==> src/gbn_pkg.sv <==
`timescale 1ns / 1ps
package gbn_pkg;

    localparam int MAX_WINDOW  = 8;
    localparam int QUEUE_DEPTH = 2;

    localparam int SEQ_W    = 16;
    localparam int TICK_W   = 16;
    localparam int LIMIT_W  = 4;
    localparam int FLIGHT_W = 4;
    localparam int ACTION_W = 3;
    localparam int OPCODE_W = 2;
    localparam int KIND_W   = 3;
    localparam int CFG_IDX_W = 1;
    localparam int CFG_DATA_W = 16;

    // outstanding count must hold MAX_WINDOW itself
    localparam int CNT_W = $clog2(MAX_WINDOW + 1);
    localparam int LIM_W = (CNT_W > LIMIT_W) ? CNT_W : LIMIT_W;

    localparam logic [LIMIT_W-1:0] WINDOW_LIMIT_RST  = LIMIT_W'(8);
    localparam logic [TICK_W-1:0]  TIMEOUT_TICKS_RST = TICK_W'(200);

    localparam logic [CFG_IDX_W-1:0] REG_WINDOW_LIMIT  = 1'd0;
    localparam logic [CFG_IDX_W-1:0] REG_TIMEOUT_TICKS = 1'd1;

    localparam logic [OPCODE_W-1:0] OP_OFFER = 2'd0;
    localparam logic [OPCODE_W-1:0] OP_ACK   = 2'd1;
    localparam logic [OPCODE_W-1:0] OP_TICK  = 2'd2;
    localparam logic [OPCODE_W-1:0] OP_START = 2'd3;

    localparam logic [ACTION_W-1:0] ACT_SEND       = 3'd0;
    localparam logic [ACTION_W-1:0] ACT_REFUSED    = 3'd1;
    localparam logic [ACTION_W-1:0] ACT_TAKEN      = 3'd2;
    localparam logic [ACTION_W-1:0] ACT_IGNORED    = 3'd3;
    localparam logic [ACTION_W-1:0] ACT_COMPLETE   = 3'd4;
    localparam logic [ACTION_W-1:0] ACT_RETRANSMIT = 3'd5;
    localparam logic [ACTION_W-1:0] ACT_DROPPED    = 3'd6;

    // command classes handed from front to back
    localparam logic [KIND_W-1:0] K_OFFER     = 3'd0;
    localparam logic [KIND_W-1:0] K_DROP      = 3'd1;
    localparam logic [KIND_W-1:0] K_ACK_FINAL = 3'd2;
    localparam logic [KIND_W-1:0] K_ACK       = 3'd3;
    localparam logic [KIND_W-1:0] K_TICK      = 3'd4;
    localparam logic [KIND_W-1:0] K_START     = 3'd5;

    typedef struct packed {
        logic [KIND_W-1:0] kind;
        logic              is_final;
        logic [SEQ_W-1:0]  ack_number;
    } cmd_t;

    typedef struct packed {
        logic                valid;
        logic [ACTION_W-1:0] action;
        logic [SEQ_W-1:0]    sequence_res;
        logic [FLIGHT_W-1:0] in_flight;
        logic                last;
    } res_t;

endpackage

==> src/gbn_front.sv <==
`timescale 1ns / 1ps
module gbn_front
(
    input  logic                           start,
    input  logic                           full,
    input  logic [gbn_pkg::OPCODE_W-1:0]   opcode,
    input  logic                           is_final_packet,
    input  logic [gbn_pkg::SEQ_W-1:0]      ack_number,
    input  logic                           ack_final_flag,
    input  logic                           checksum_good,
    output logic                           push,
    output gbn_pkg::cmd_t                  cmd
);
    import gbn_pkg::*;

    assign push = start & ~full;

    // bad checksum beats the final flag, which beats number matching
    always_comb
    begin
        cmd.is_final   = is_final_packet;
        cmd.ack_number = ack_number;
        case (opcode)
            OP_OFFER: cmd.kind = K_OFFER;
            OP_TICK:  cmd.kind = K_TICK;
            OP_START: cmd.kind = K_START;
            OP_ACK:
            begin
                if (!checksum_good)
                    cmd.kind = K_DROP;
                else if (ack_final_flag)
                    cmd.kind = K_ACK_FINAL;
                else
                    cmd.kind = K_ACK;
            end
            default: cmd.kind = K_TICK;
        endcase
    end

endmodule

==> src/gbn_cmd_fifo.sv <==
`timescale 1ns / 1ps
module gbn_cmd_fifo
(
    input  logic          clk,
    input  logic          rst_n,
    input  logic          push,
    input  gbn_pkg::cmd_t wr_cmd,
    input  logic          pop,
    output gbn_pkg::cmd_t rd_cmd,
    output logic          empty,
    output logic          full
);
    import gbn_pkg::*;

    localparam int PTR_W  = (QUEUE_DEPTH > 1) ? $clog2(QUEUE_DEPTH) : 1;
    localparam int FILL_W = $clog2(QUEUE_DEPTH + 1);
    localparam logic [PTR_W-1:0]  PTR_LAST = PTR_W'(QUEUE_DEPTH - 1);
    localparam logic [FILL_W-1:0] FILL_MAX = FILL_W'(QUEUE_DEPTH);

    cmd_t              entry_reg [QUEUE_DEPTH];
    logic [PTR_W-1:0]  wr_ptr_reg;
    logic [PTR_W-1:0]  rd_ptr_reg;
    logic [FILL_W-1:0] fill_reg;
    logic              do_push;
    logic              do_pop;

    assign empty   = (fill_reg == '0);
    assign full    = (fill_reg == FILL_MAX);
    assign do_push = push & ~full;
    assign do_pop  = pop & ~empty;
    assign rd_cmd  = entry_reg[rd_ptr_reg];

    always_ff @(posedge clk)
    begin
        if (do_push)
            entry_reg[wr_ptr_reg] <= wr_cmd;
    end

    always_ff @(posedge clk or negedge rst_n)
    begin
        if (!rst_n)
        begin
            wr_ptr_reg <= '0;
            rd_ptr_reg <= '0;
            fill_reg   <= '0;
        end
        else
        begin
            if (do_push)
                wr_ptr_reg <= (wr_ptr_reg == PTR_LAST) ? '0 : wr_ptr_reg + 1'b1;
            if (do_pop)
                rd_ptr_reg <= (rd_ptr_reg == PTR_LAST) ? '0 : rd_ptr_reg + 1'b1;
            if (do_push && !do_pop)
                fill_reg <= fill_reg + 1'b1;
            else if (do_pop && !do_push)
                fill_reg <= fill_reg - 1'b1;
        end
    end

`ifndef SYNTHESIS
    a_no_push_full: assert property (@(posedge clk) disable iff (!rst_n)
        full && !pop |=> full)
        else $error("queue lost an entry while full");
`endif

endmodule

==> src/gbn_back.sv <==
`timescale 1ns / 1ps
module gbn_back
(
    input  logic                          clk,
    input  logic                          rst_n,
    input  gbn_pkg::cmd_t                 cmd,
    input  logic                          empty,
    input  logic [gbn_pkg::LIMIT_W-1:0]   window_limit,
    input  logic [gbn_pkg::TICK_W-1:0]    timeout_ticks,
    output logic                          pop,
    output gbn_pkg::res_t                 res
);
    import gbn_pkg::*;

    logic [SEQ_W-1:0]    next_seq_reg,  next_seq_next;
    logic [SEQ_W-1:0]    base_reg,      base_next;
    logic [CNT_W-1:0]    count_reg,     count_next;
    logic                finished_reg,  finished_next;
    logic [TICK_W-1:0]   elapsed_reg,   elapsed_next;
    logic                burst_reg,     burst_next;
    logic [CNT_W-1:0]    idx_reg,       idx_next;
    res_t                res_reg,       res_next;

    logic [LIM_W-1:0]    eff_limit;
    logic                window_full;
    logic                burst_end;

    always_comb
    begin
        if (window_limit == '0)
            eff_limit = LIM_W'(1);
        else if (LIM_W'(window_limit) > LIM_W'(MAX_WINDOW))
            eff_limit = LIM_W'(MAX_WINDOW);
        else
            eff_limit = LIM_W'(window_limit);
    end

    assign window_full = (LIM_W'(count_reg) >= eff_limit);
    assign burst_end   = (idx_reg == count_reg - CNT_W'(1));

    always_comb
    begin
        next_seq_next = next_seq_reg;
        base_next     = base_reg;
        count_next    = count_reg;
        finished_next = finished_reg;
        elapsed_next  = elapsed_reg;
        burst_next    = burst_reg;
        idx_next      = idx_reg;
        pop           = 1'b0;
        res_next.valid        = 1'b0;
        res_next.action       = ACT_IGNORED;
        res_next.sequence_res = '0;
        res_next.last         = 1'b1;

        if (burst_reg)
        begin
            res_next.valid        = 1'b1;
            res_next.action       = ACT_RETRANSMIT;
            res_next.sequence_res = base_reg + SEQ_W'(idx_reg);
            res_next.last         = burst_end;
            if (burst_end)
                burst_next = 1'b0;
            else
                idx_next = idx_reg + 1'b1;
        end
        else if (!empty)
        begin
            pop = 1'b1;
            case (cmd.kind)
                K_OFFER:
                begin
                    res_next.valid = 1'b1;
                    if (finished_reg || window_full)
                        res_next.action = ACT_REFUSED;
                    else
                    begin
                        res_next.action       = ACT_SEND;
                        res_next.sequence_res = next_seq_reg;
                        next_seq_next = next_seq_reg + 1'b1;
                        count_next    = count_reg + 1'b1;
                        elapsed_next  = '0;
                        if (cmd.is_final)
                            finished_next = 1'b1;
                    end
                end
                K_DROP:
                begin
                    res_next.valid  = 1'b1;
                    res_next.action = ACT_DROPPED;
                end
                K_ACK_FINAL:
                begin
                    res_next.valid  = 1'b1;
                    res_next.action = ACT_COMPLETE;
                    count_next      = '0;
                end
                K_ACK:
                begin
                    res_next.valid = 1'b1;
                    if (cmd.ack_number == base_reg)
                    begin
                        if (count_reg != '0)
                        begin
                            res_next.action = ACT_TAKEN;
                            base_next    = base_reg + 1'b1;
                            count_next   = count_reg - 1'b1;
                            elapsed_next = '0;
                        end
                    end
                    else if (elapsed_reg > timeout_ticks && count_reg != '0)
                    begin
                        // first number goes out now, the rest one a cycle
                        res_next.action       = ACT_RETRANSMIT;
                        res_next.sequence_res = base_reg;
                        res_next.last         = (count_reg == CNT_W'(1));
                        burst_next   = (count_reg != CNT_W'(1));
                        idx_next     = CNT_W'(1);
                        elapsed_next = '0;
                    end
                end
                K_TICK:
                begin
                    if (elapsed_reg != {TICK_W{1'b1}})
                        elapsed_next = elapsed_reg + 1'b1;
                end
                K_START:
                begin
                    next_seq_next = '0;
                    base_next     = '0;
                    count_next    = '0;
                    finished_next = 1'b0;
                    elapsed_next  = '0;
                end
                default:
                begin
                    res_next.valid = 1'b0;
                end
            endcase
        end
        res_next.in_flight = FLIGHT_W'(count_next);
    end

    always_ff @(posedge clk or negedge rst_n)
    begin
        if (!rst_n)
        begin
            next_seq_reg <= '0;
            base_reg     <= '0;
            count_reg    <= '0;
            finished_reg <= 1'b0;
            elapsed_reg  <= '0;
            burst_reg    <= 1'b0;
            idx_reg      <= '0;
            res_reg      <= '0;
        end
        else
        begin
            next_seq_reg <= next_seq_next;
            base_reg     <= base_next;
            count_reg    <= count_next;
            finished_reg <= finished_next;
            elapsed_reg  <= elapsed_next;
            burst_reg    <= burst_next;
            idx_reg      <= idx_next;
            res_reg      <= res_next;
        end
    end

    assign res = res_reg;

`ifndef SYNTHESIS
    a_burst_continues: assert property (@(posedge clk) disable iff (!rst_n)
        res_reg.valid && !res_reg.last |=> res_reg.valid)
        else $error("retransmit burst broken off");
    a_burst_consecutive: assert property (@(posedge clk) disable iff (!rst_n)
        res_reg.valid && !res_reg.last |=>
            res_reg.action == ACT_RETRANSMIT &&
            res_reg.sequence_res == $past(res_reg.sequence_res) + SEQ_W'(1))
        else $error("retransmitted numbers not consecutive");
    a_count_bound: assert property (@(posedge clk) disable iff (!rst_n)
        count_reg <= CNT_W'(MAX_WINDOW))
        else $error("outstanding count beyond window");
    a_no_pop_in_burst: assert property (@(posedge clk) disable iff (!rst_n)
        burst_reg |-> !pop && $stable(count_reg))
        else $error("command taken during retransmit burst");
`endif

endmodule

==> src/go_back_n_sender_window_core.sv <==
`timescale 1ns / 1ps
// Channel   Handshake              Transaction on
// command   start / busy           rising edge with start high, busy low
// result    done (strobe)          the one cycle done is high
// config    cfg_valid / cfg_ready  rising edge with both high
//
// A command is written into the queue; the back end takes it from the queue head
// while no retransmit burst runs, and its result, if it has one, is registered onto
// the ports. The back end takes one command per cycle, except in a retransmit,
// which puts out one outstanding number per cycle (up to the window).
// busy rises only while the two-entry command queue is full.
// Reset clears the window state and loads window_limit 8, timeout_ticks 200.
// Results cannot be held off; done is high for exactly one cycle per result.
module go_back_n_sender_window_core
(
    input  logic                              clk,
    input  logic                              rst_n,
    input  logic                              start,
    output logic                              busy,
    input  logic [gbn_pkg::OPCODE_W-1:0]      opcode,
    input  logic                              is_final_packet,
    input  logic [gbn_pkg::SEQ_W-1:0]         ack_number,
    input  logic                              ack_final_flag,
    input  logic                              checksum_good,
    output logic                              done,
    output logic [gbn_pkg::ACTION_W-1:0]      action,
    output logic [gbn_pkg::SEQ_W-1:0]         sequence_res,
    output logic [gbn_pkg::FLIGHT_W-1:0]      in_flight,
    output logic                              last_result,
    input  logic                              cfg_valid,
    output logic                              cfg_ready,
    input  logic [gbn_pkg::CFG_IDX_W-1:0]     cfg_index,
    input  logic [gbn_pkg::CFG_DATA_W-1:0]    cfg_data
);
    import gbn_pkg::*;

    logic [LIMIT_W-1:0] window_limit_reg;
    logic [TICK_W-1:0]  timeout_ticks_reg;
    logic               q_full;
    logic               q_empty;
    logic               q_push;
    logic               q_pop;
    cmd_t               front_cmd;
    cmd_t               back_cmd;
    res_t               res;

    assign cfg_ready = 1'b1;
    assign busy      = q_full;

    always_ff @(posedge clk or negedge rst_n)
    begin
        if (!rst_n)
        begin
            window_limit_reg  <= WINDOW_LIMIT_RST;
            timeout_ticks_reg <= TIMEOUT_TICKS_RST;
        end
        else if (cfg_valid && cfg_ready)
        begin
            case (cfg_index)
                REG_WINDOW_LIMIT:  window_limit_reg  <= cfg_data[LIMIT_W-1:0];
                REG_TIMEOUT_TICKS: timeout_ticks_reg <= cfg_data[TICK_W-1:0];
                default:           window_limit_reg  <= window_limit_reg;
            endcase
        end
    end

    gbn_front u_front
    (
        .start           (start),
        .full            (q_full),
        .opcode          (opcode),
        .is_final_packet (is_final_packet),
        .ack_number      (ack_number),
        .ack_final_flag  (ack_final_flag),
        .checksum_good   (checksum_good),
        .push            (q_push),
        .cmd             (front_cmd)
    );

    gbn_cmd_fifo u_fifo
    (
        .clk    (clk),
        .rst_n  (rst_n),
        .push   (q_push),
        .wr_cmd (front_cmd),
        .pop    (q_pop),
        .rd_cmd (back_cmd),
        .empty  (q_empty),
        .full   (q_full)
    );

    gbn_back u_back
    (
        .clk           (clk),
        .rst_n         (rst_n),
        .cmd           (back_cmd),
        .empty         (q_empty),
        .window_limit  (window_limit_reg),
        .timeout_ticks (timeout_ticks_reg),
        .pop           (q_pop),
        .res           (res)
    );

    assign done         = res.valid;
    assign action       = res.action;
    assign sequence_res = res.sequence_res;
    assign in_flight    = res.in_flight;
    assign last_result  = res.last;

endmodule

==> config.mk <==
export PLATFORM = sky130hd
export DESIGN_NAME = go_back_n_sender_window_core
export DESIGN_NICKNAME = d
export VERILOG_FILES = /design/src/gbn_pkg.sv /design/src/gbn_front.sv /design/src/gbn_cmd_fifo.sv /design/src/gbn_back.sv /design/src/go_back_n_sender_window_core.sv
export SDC_FILE = /design/constraint.sdc
export NUM_CORES = 1
export LEC_CHECK = 0
export BUFFER_PORTS_ARGS = -buffer_cell sky130_fd_sc_hd__clkbuf_2
export CORE_ASPECT_RATIO = 0.6
export CORE_UTILIZATION = 35
export CTS_CLUSTER_DIAMETER = 40
export DETAILED_ROUTE_END_ITERATION = 7
export SLEW_MARGIN = 20
export SYNTH_ARGS = -nofsm -noshare
export SYNTH_HDL_FRONTEND = slang
export SYNTH_HIERARCHICAL = 1
export SYNTH_SLANG_ARGS = --single-unit
==> constraint.sdc <==
create_clock -name clk -period 2.9 [get_ports clk]
set_input_delay 0.435 -clock clk [delete_from_list [all_inputs] [get_ports clk]]
set_output_delay 0.435 -clock clk [all_outputs]
set_load 0.02 [all_outputs]
==> results of run 1 <==
## per-layer routing
metal | share of wire (%) | routed length [um]
met1 | 56 | 11400
met2 | 34 | 6940
met3 | 8.6 | 1740
met4 | 0.85 | 172
met5 | 0 | 0
## cell type report
cell class	instances	area, sq um
clock inverter	15	174
fill	2089	12700
inverter	38	143
sequential	143	3780
timing repair buffer	115	713
clock buffer	17	425
multi-input combinational	522	3670
tap	286	358
## worst paths after layout
check	startpoint	to	slack (ps)
setup / recovery	u_back/elapsed_reg[11]	u_back/res[7]	90
hold / removal	ack_number[11]	u_fifo/entry_reg[1][11]	200
setup reg to reg	u_back/elapsed_reg[11]	u_back/res[7]	90
hold reg to reg	timeout_ticks_reg[9]	timeout_ticks_reg[9]	500
max in group asynchronous	rst_n	u_back/finished_reg	1630
min in group asynchronous	rst_n	u_fifo/rd_ptr_reg	520
## timing repair
item                                    4_1_cts  5_1_grt
hold buffers                                  1        0
endpoints found under the setup margin        0       10
buffers inserted                              0        8
gates resized for setup                       0        3
endpoints found under the hold margin        27        0
## Yosys cell counts, types with 3 or more instances
library cell | n | area share [%]
dfrtp_1 | 99 | 32
nand2_1 | 66 | 3.2
nor2_1 | 56 | 2.7
edfxtp_1 | 40 | 15
xnor2_1 | 38 | 4.2
inv_1 | 37 | 1.8
ha_1 | 33 | 5.3
mux2_1 | 29 | 4.2
a21oi_1 | 27 | 1.7
o21ai_0 | 24 | 1.5
nor3_1 | 22 | 1.4
buf_4 | 21 | 2.0
xor2_1 | 19 | 2.1
clkbuf_1 | 17 | 0.81
nand3_1 | 17 | 1.1
nand4_1 | 15 | 1.2
a221o_1 | 14 | 1.8
and3_1 | 13 | 1.0
nor4_1 | 12 | 0.96
a21o_1 | 11 | 1.1
buf_2 | 11 | 0.70
mux2_2 | 11 | 1.6
nor2b_1 | 10 | 0.80
o211ai_1 | 8 | 0.76
o22a_1 | 8 | 0.89
and2_1 | 7 | 0.56
nand2b_1 | 6 | 0.48
or4_1 | 6 | 0.57
o31ai_1 | 5 | 0.48
a22oi_1 | 4 | 0.38
a31oi_1 | 4 | 0.32
dfstp_2 | 4 | 1.3
o41ai_1 | 4 | 0.45
or3_1 | 4 | 0.32
a221oi_1 | 3 | 0.33
a22o_1 | 3 | 0.33
o2bb2ai_1 | 3 | 0.33
or2_2 | 3 | 0.24
## where the power goes
part / leakage (uW) / switching (uW) / total [uW] / internal (uW)
combinational: 0.00206 / 1470 / 2380 / 917
clock: 0.000290 / 935 / 2230 / 1300
sequential: 0.00172 / 198 / 2600 / 2400
total: 0.00407 / 2600 / 7210 / 4610
## logic make-up (layout without fill, tap and decap cells)
kind of cell | after synthesis | after routing | synth area share (%)
simple gates | 249 | 250 | 16.0
flops | 143 | 143 | 48.2
compound gates | 139 | 139 | 12.7
buf+inv | 88 | 185 | 5.38
xor+xnor | 57 | 57 | 6.35
mux | 41 | 41 | 5.86
fa+ha+maj | 34 | 34 | 5.51
other cells | 1 | 1 | 0.0477
## metrics by stage
step           total power, uW  util (%)  instances  cell area, sq um
3_3_place_gp              4930      39.0       1094              8580
2_1_floorplan             4120         -        752              7860
4_1_cts                   7200      41.7       1127              9190
3_5_place_dp              4940      39.0       1094              8580
6_report                  7210      42.1       1136              9270
5_1_grt                   7600      42.1       1136              9270
## critical path, stage by stage (launching register included)
cell and delay, ps:
dfrtp_1 460, ha_1 340, nand4_1 200, nor4_1 90
buf_4 140, a21boi_0 110, o41a_1 420, buf_4 170
and4_4 230, buf_4 150, a221o_1 360
==> impl_results.md, run 1 <==
- Dominant synthesized flop cell: dfrtp_1
- Worst EP required: ~3200 ps
- Worst vdd ir: 0.000508 V
- Via density: 5.33
- Total vias in the final route: between 6,000 and 7,000
- F_max: 355 MHz
- Yosys warns: 6
- Met1 Use GR: 31.5%
- Total track usage: around 18%
- Critical path fanouts, max: 7
- Pwr dens: 778 nW/um^2
- # setup viols final: 0
- CP arrival: ~3100 ps
- CTS tree: built
- First-pass GRT wire length: 32.1 mm
- Detailed Place HPWL: 14.9 mm
- Drt drc: 0
- Setup TNS Final: 0 ps
- WHS Path Cells: 1
- Largest net degree at the start of global routing: 46
- Post-Synthesis Cells: 752
- Post-synth EDFFs: 40
- Most frequent cells in the layout: dfrtp_1, clkbuf_2, nand2_1
- Fin nets: between 900 and 1,000
- Max-Cap Viols: 0
- Vias in the first global route: 5,558
- Drt wl/cell: 17.8 um
- Starting Density: 35.7%
- # diodes: 0
- WL final: 20.3 mm
- Max FFs per register: 40
- CORE AREA: between 20,000 and 25,000 sq um
- Max Root-Sink Buffers: 2
- Crit path time final: 2810 ps
- Most Crowded Layer GR: met1
- Reg2Reg Depth: 10
- CTS sink cnt: 143
- Most common cell after layout, fill and taps aside: dfrtp_1
- Antenna violations before repair: 0
- Pleak: 0.00407 uW
- Syn Nets: 828
- Area growth syn-to-layout: 18.0%
- Rows: 42
- Die width: 195 um
- Syn_area_per_cell: around 10 sq um
- Crit. End Element: register
- Remaining global-route overflow: 0
- Worst-Margin Slew: 636 ps
- Clk_lat worst skew: 430 ps
- Setup CP Type: register to register
- WHS: 200 ps
- Critical Path Source Type: register
- Async SR Flop Fraction: 72.0%
- Num CTS Buffers: 17
- Max transition margin: 57.0%
- Layout cell share with drive strength beyond 1: 21.1%
- PortBufs: 67
- Die height: approximately 120 um
- Pre-Repair DR Iteration Count: 5
- Yosys cell types: 70
- Slew Viols, Final: 0
- Root buffer cell: clkbuf_16
- Clk slew on worst S/H paths: about 70 ps
- Met2 Use GR: 20.6%
- Post-route ant nets: 0
- Routability cong.: 0.845
- RSZ-0062 raised after global routing: false
- Hold Violations, Final: 0
- Io pins: 69
- H-Tree Depth: 4
- Die Area: 23,100 sq um
- Status: finished, final reports clean
- Fin crit share: 97.0%
- Post-Place Worst Slack: 136 ps
- M3 GR Usage: 4.70%
- Clock skew: 8.35 ps
- Share of the yosys chip area belonging to registers: 48.2%
- Register bit total from synthesis: around 140
- HP Class: input pin to register
- Iter 0 DRT Violations: roughly 540
- Synth Cell Area: 7860 sq um
- Setup ws final: 86.5 ps
Power figures use the tool's default switching activity.
==> run 2, diff against run 1 <==
Settings changed: SYNTH_HIERARCHICAL 1 to not set.
==> run 2 against run 1 <==
Combinational power up 21%. Final cell count grew 0.53%. Setup slack lost 3.3 ps. Maximum frequency shrank 0.12%. Sequential share of layout area shrank 1.3 points. Register-to-register slack barely moved. Sequential power increased by 2%. Utilization is 3.4 points higher. Via count fell by 3.5%. Hold slack got worse by 9.1 ps. Clock skew grew 0.68 ps. Non-clock buffer count rose by 29. Critical path type unchanged. Critical endpoint is now u_back.base_reg[10].
==> impl_results.md, run 2 <==
- Status: finished, final reports clean
- Drt wl/cell: 16.8 um (-5.6%)
- Num CTS Buffers: 17 (unchanged)
- Via density: 5.11 (-4.0%)
- First-pass GRT wire length: 29.6 mm (-7.6%)
- Clk slew on worst S/H paths: 60 ps (about the same)
- Syn_area_per_cell: 10.5 sq um (+0.67%)
- CTS tree: built
- PortBufs: 67 (unchanged)
- Setup TNS Final: 0 ps (unchanged)
- Detailed Place HPWL: 13.9 mm (-6.5%)
- Most common cell after layout, fill and taps aside: dfrtp_1
- Starting Density: 35.8% (+0.086 points)
- Yosys warns: 0 (-6)
- Area growth syn-to-layout: 27.1%
- Yosys cell types: 58 (-17%)
- Flop-to-flop setup slack: 80 ps (about the same)
- Max-Cap Viols: 0 (unchanged)
- Max Root-Sink Buffers: 2 (unchanged)
- Root buffer cell: clkbuf_16
- Dominant synthesized flop cell: dfrtp_1
- Iter 0 DRT Violations: 663 (+24%)
- Die height: 116 um (-2.0%)
- Critical Path Source Type: register
- RSZ-0062 raised after global routing: true
- Pre-Repair DR Iteration Count: 5 (unchanged)
- Layout cell share with drive strength beyond 1: 29.2% (+8.2 points)
- Switching part of the total power: 35.1% (-0.92 points)
- Final instance area: 9580 sq um (+3.4%)
- WL final: 19.2 mm (-5.1%)
- Die width: 191 um (-2.0%)
- Slew Viols, Final: 0 (unchanged)
- Io pins: 69 (unchanged)
- Antenna violations before repair: 0 (unchanged)
- Fin crit share: 97.1% (+0.11 points)
- Vias in the first global route: 5,258 (-5.4%)
- CP arrival: 3130 ps (+20 ps)
- Critical path fanouts, max: 7 (unchanged)
- CTS sink cnt: 143 (unchanged)
- Worst vdd ir: 0.000529 V (+4.0%)
- Reg2Reg Depth: 10 (unchanged)
- Top post-synthesis cells by count: dfrtp_1, nand2_1, nor2_1
- Main area contributors after synthesis: dfrtp_1, edfxtp_1, ha_1
- Cell taking the most area after synthesis: dfrtp_1
- Critical path launch point: u_fifo.rd_ptr_reg
- Async SR Flop Fraction: 72.0% (unchanged)
- FF-to-FF Start: u_fifo.rd_ptr_reg
- Most instantiated library cell after synthesis: dfrtp_1
- Share of the yosys chip area belonging to registers: 50.2% (+2.0 points)
- Post-Place Worst Slack: -148 ps (-284 ps)
- Pwr dens: 824 nW/um^2 (+5.9%)
- Pleak: 0.00435 uW (+6.7%)
- Post-synth EDFFs: 40 (unchanged)
- Post-route ant nets: 0 (unchanged)
- # setup viols final: 0 (unchanged)
- Drt drc: 0 (unchanged)
- Crit. End Element: register
- DP Area: 8650 sq um (+0.85%)
- WHS: 190 ps (-9.09 ps)
- Routability cong.: 0.863 (+2.1%)
- Total vias in the final route: 5,840 (-3.5%)
- Final-layout fill cell count: 1,954 (-6.5%)
- Clock power share: 30.0% (-0.9 points)
- CORE AREA: 21,100 sq um (-4.2%)
- Crit path time final: 2820 ps (+3.30 ps)
- Die Area: 22,200 sq um (-4.0%)
- Remaining global-route overflow: 0 (unchanged)
- Syn Nets: 793 (-4.2%)
- Max transition margin: 50.5% (-6.5 points)
- Register bit total from synthesis: 143 (unchanged)
- Fin nets: 925 (+1.3%)
- Worst setup path endpoint: u_back.base_reg[10]
- Setup CP Type: register to register
- Worst EP required: 3220 ps (+20 ps)
- Worst-Margin Slew: 741 ps (+105 ps)
- H-Tree Depth: 4 (unchanged)
- Clk_lat worst skew: 430 ps (about the same)
- F_max: 355 MHz (-0.12%)
- Top-area cell type share of the netlist area: 32.9% (+1.3 points)
- Setup ws final: 83.2 ps (-3.30 ps)
- NetSw: 2770 uW (+6.7%)
- Hold Violations, Final: 0 (unchanged)
- Largest net degree at the start of global routing: 40 (-13%)
- Power, Total: 7900 uW (+9.5%)
- Post-Synthesis Cells: 717 (-4.7%)
- HP Class: input pin to register
- Rows: 41 (-2.4%)
- Most frequent cells in the layout: dfrtp_1, buf_4, clkbuf_2
- Comb pwr share: 36.5% (+3.5 points)
- Total track usage: 17.9% (-0.23 points)
- Max FFs per register: 40 (unchanged)
- Synth Cell Area: 7540 sq um (-4.0%)
- Worst r2r dst: u_back.base_reg[10]
- Clock skew: 9.04 ps (+0.685 ps)
- Sequential share of power: 33.4% (-2.6 points)
- Internal Power: 5120 uW (+11%)
==> run 2: changes by cell type in the layout (fill, tap and decap cells not counted), moves of 6 or more <==
cell / before / now
a221o_1: 14 / 5
a21o_1: 11 / 5
buf_4: 47 / 68
nor3_1: 22 / 7
xor2_1: 19 / 27
a222oi_1: 0 / 10
mux2_1: 28 / 0
nor4_1: 12 / 0
mux2i_1: 1 / 16
o22a_1: 8 / 1
xnor2_1: 38 / 25
mux2_2: 12 / 24
or3_1: 4 / 11
o21ai_0: 24 / 42
==> run 2: cell type report <==
type | count | area [sq um] | area share (%)
repair buffers | 144 | 981 | 10.2
diodes | 1 | 2.50 | 0.0261
multi-input cells | 502 | 3680 | 38.4
clock buffers | 20 | 447 | 4.66
well taps | 279 | 349 | 3.64
clock inverters | 12 | 184 | 1.92
inverters | 41 | 154 | 1.61
flip-flops and latches | 143 | 3790 | 39.5
==> run 2: stage by stage <==
step	util, %	cells
6_report	45.5	1142
5_1_grt	45.4	1141
4_1_cts	44.4	1135
3_5_place_dp	41.0	1099
3_3_place_gp	41.0	1099
2_1_floorplan	-	717
==> run 2: repair_timing <==
action                                 in CTS  in global routing
hold buffers                                1                  0
endpoints found under the hold margin       1                  0
buffers inserted                            3                  4
gates resized for setup                     9                 40
pin swaps                                   9                 13
setup endpoints to repair                  36                 42
gates cloned                                0                  3
==> run 2: power groups by stage <==
stage / Sequential [uW] / Clock (uW) / Combinational, uW
5_1_grt: 2680 / 2510 / 3170
6_report: 2640 / 2370 / 2890
4_1_cts: 2620 / 2410 / 2650
3_3_place_gp: 2650 / 0 / 2540
2_1_floorplan: 2670 / 0 / 1570
3_5_place_dp: 2660 / 0 / 2570
==> run 2: logic make-up after synthesis <==
kind of cell	share of synthesized area [%]
and+or+nand+nor	15.8
DFF	50.2
AOI/OAI and AO/OA	11.5
buffers and inverters	4.05
xor gates and xnor gates	6.27
muxes	6.39
adders and majority gates	5.74
other	0.0497
==> run 2: critical path, stage by stage, from the launching register on <==
cell and delay, ps:
dfrtp_2 450, buf_12 160, mux2i_4 190, xnor2_2 140, nor4_2 350, nand4_2 200, buf_6 180, o31ai_4 320
nand4_1 220, nor2_1 170, mux2_4 310
==> run 2: metal layers <==
metal  vias up  wire length (um)  share of wire [%]  track usage, %
li1       2843                 -                  -               -
met1      2782             10800                 56            30.1
met2       200              6660                 35            20.0
met3        15              1600                8.3            6.24
met4         0               177               0.92            4.39
met5         -                 0                  0               0
==> run 2: worst min-delay path by stage <==
| stage | from | end | cells past startpoint |
|---|---|---|---|
| detailed placement | rst_n | u_back.count_reg[3] | 1 |
| global route | ack_number[5] | u_fifo.entry_reg[1][5] | 1 |
| global placement | rst_n | u_back.count_reg[3] | 1 |
| floorplan | rst_n | timeout_ticks_reg[0] | 0 |
| CTS | ack_number[1] | u_fifo.entry_reg[0][1] | 1 |
| finish | ack_number[5] | u_fifo.entry_reg[0][5] | 1 |
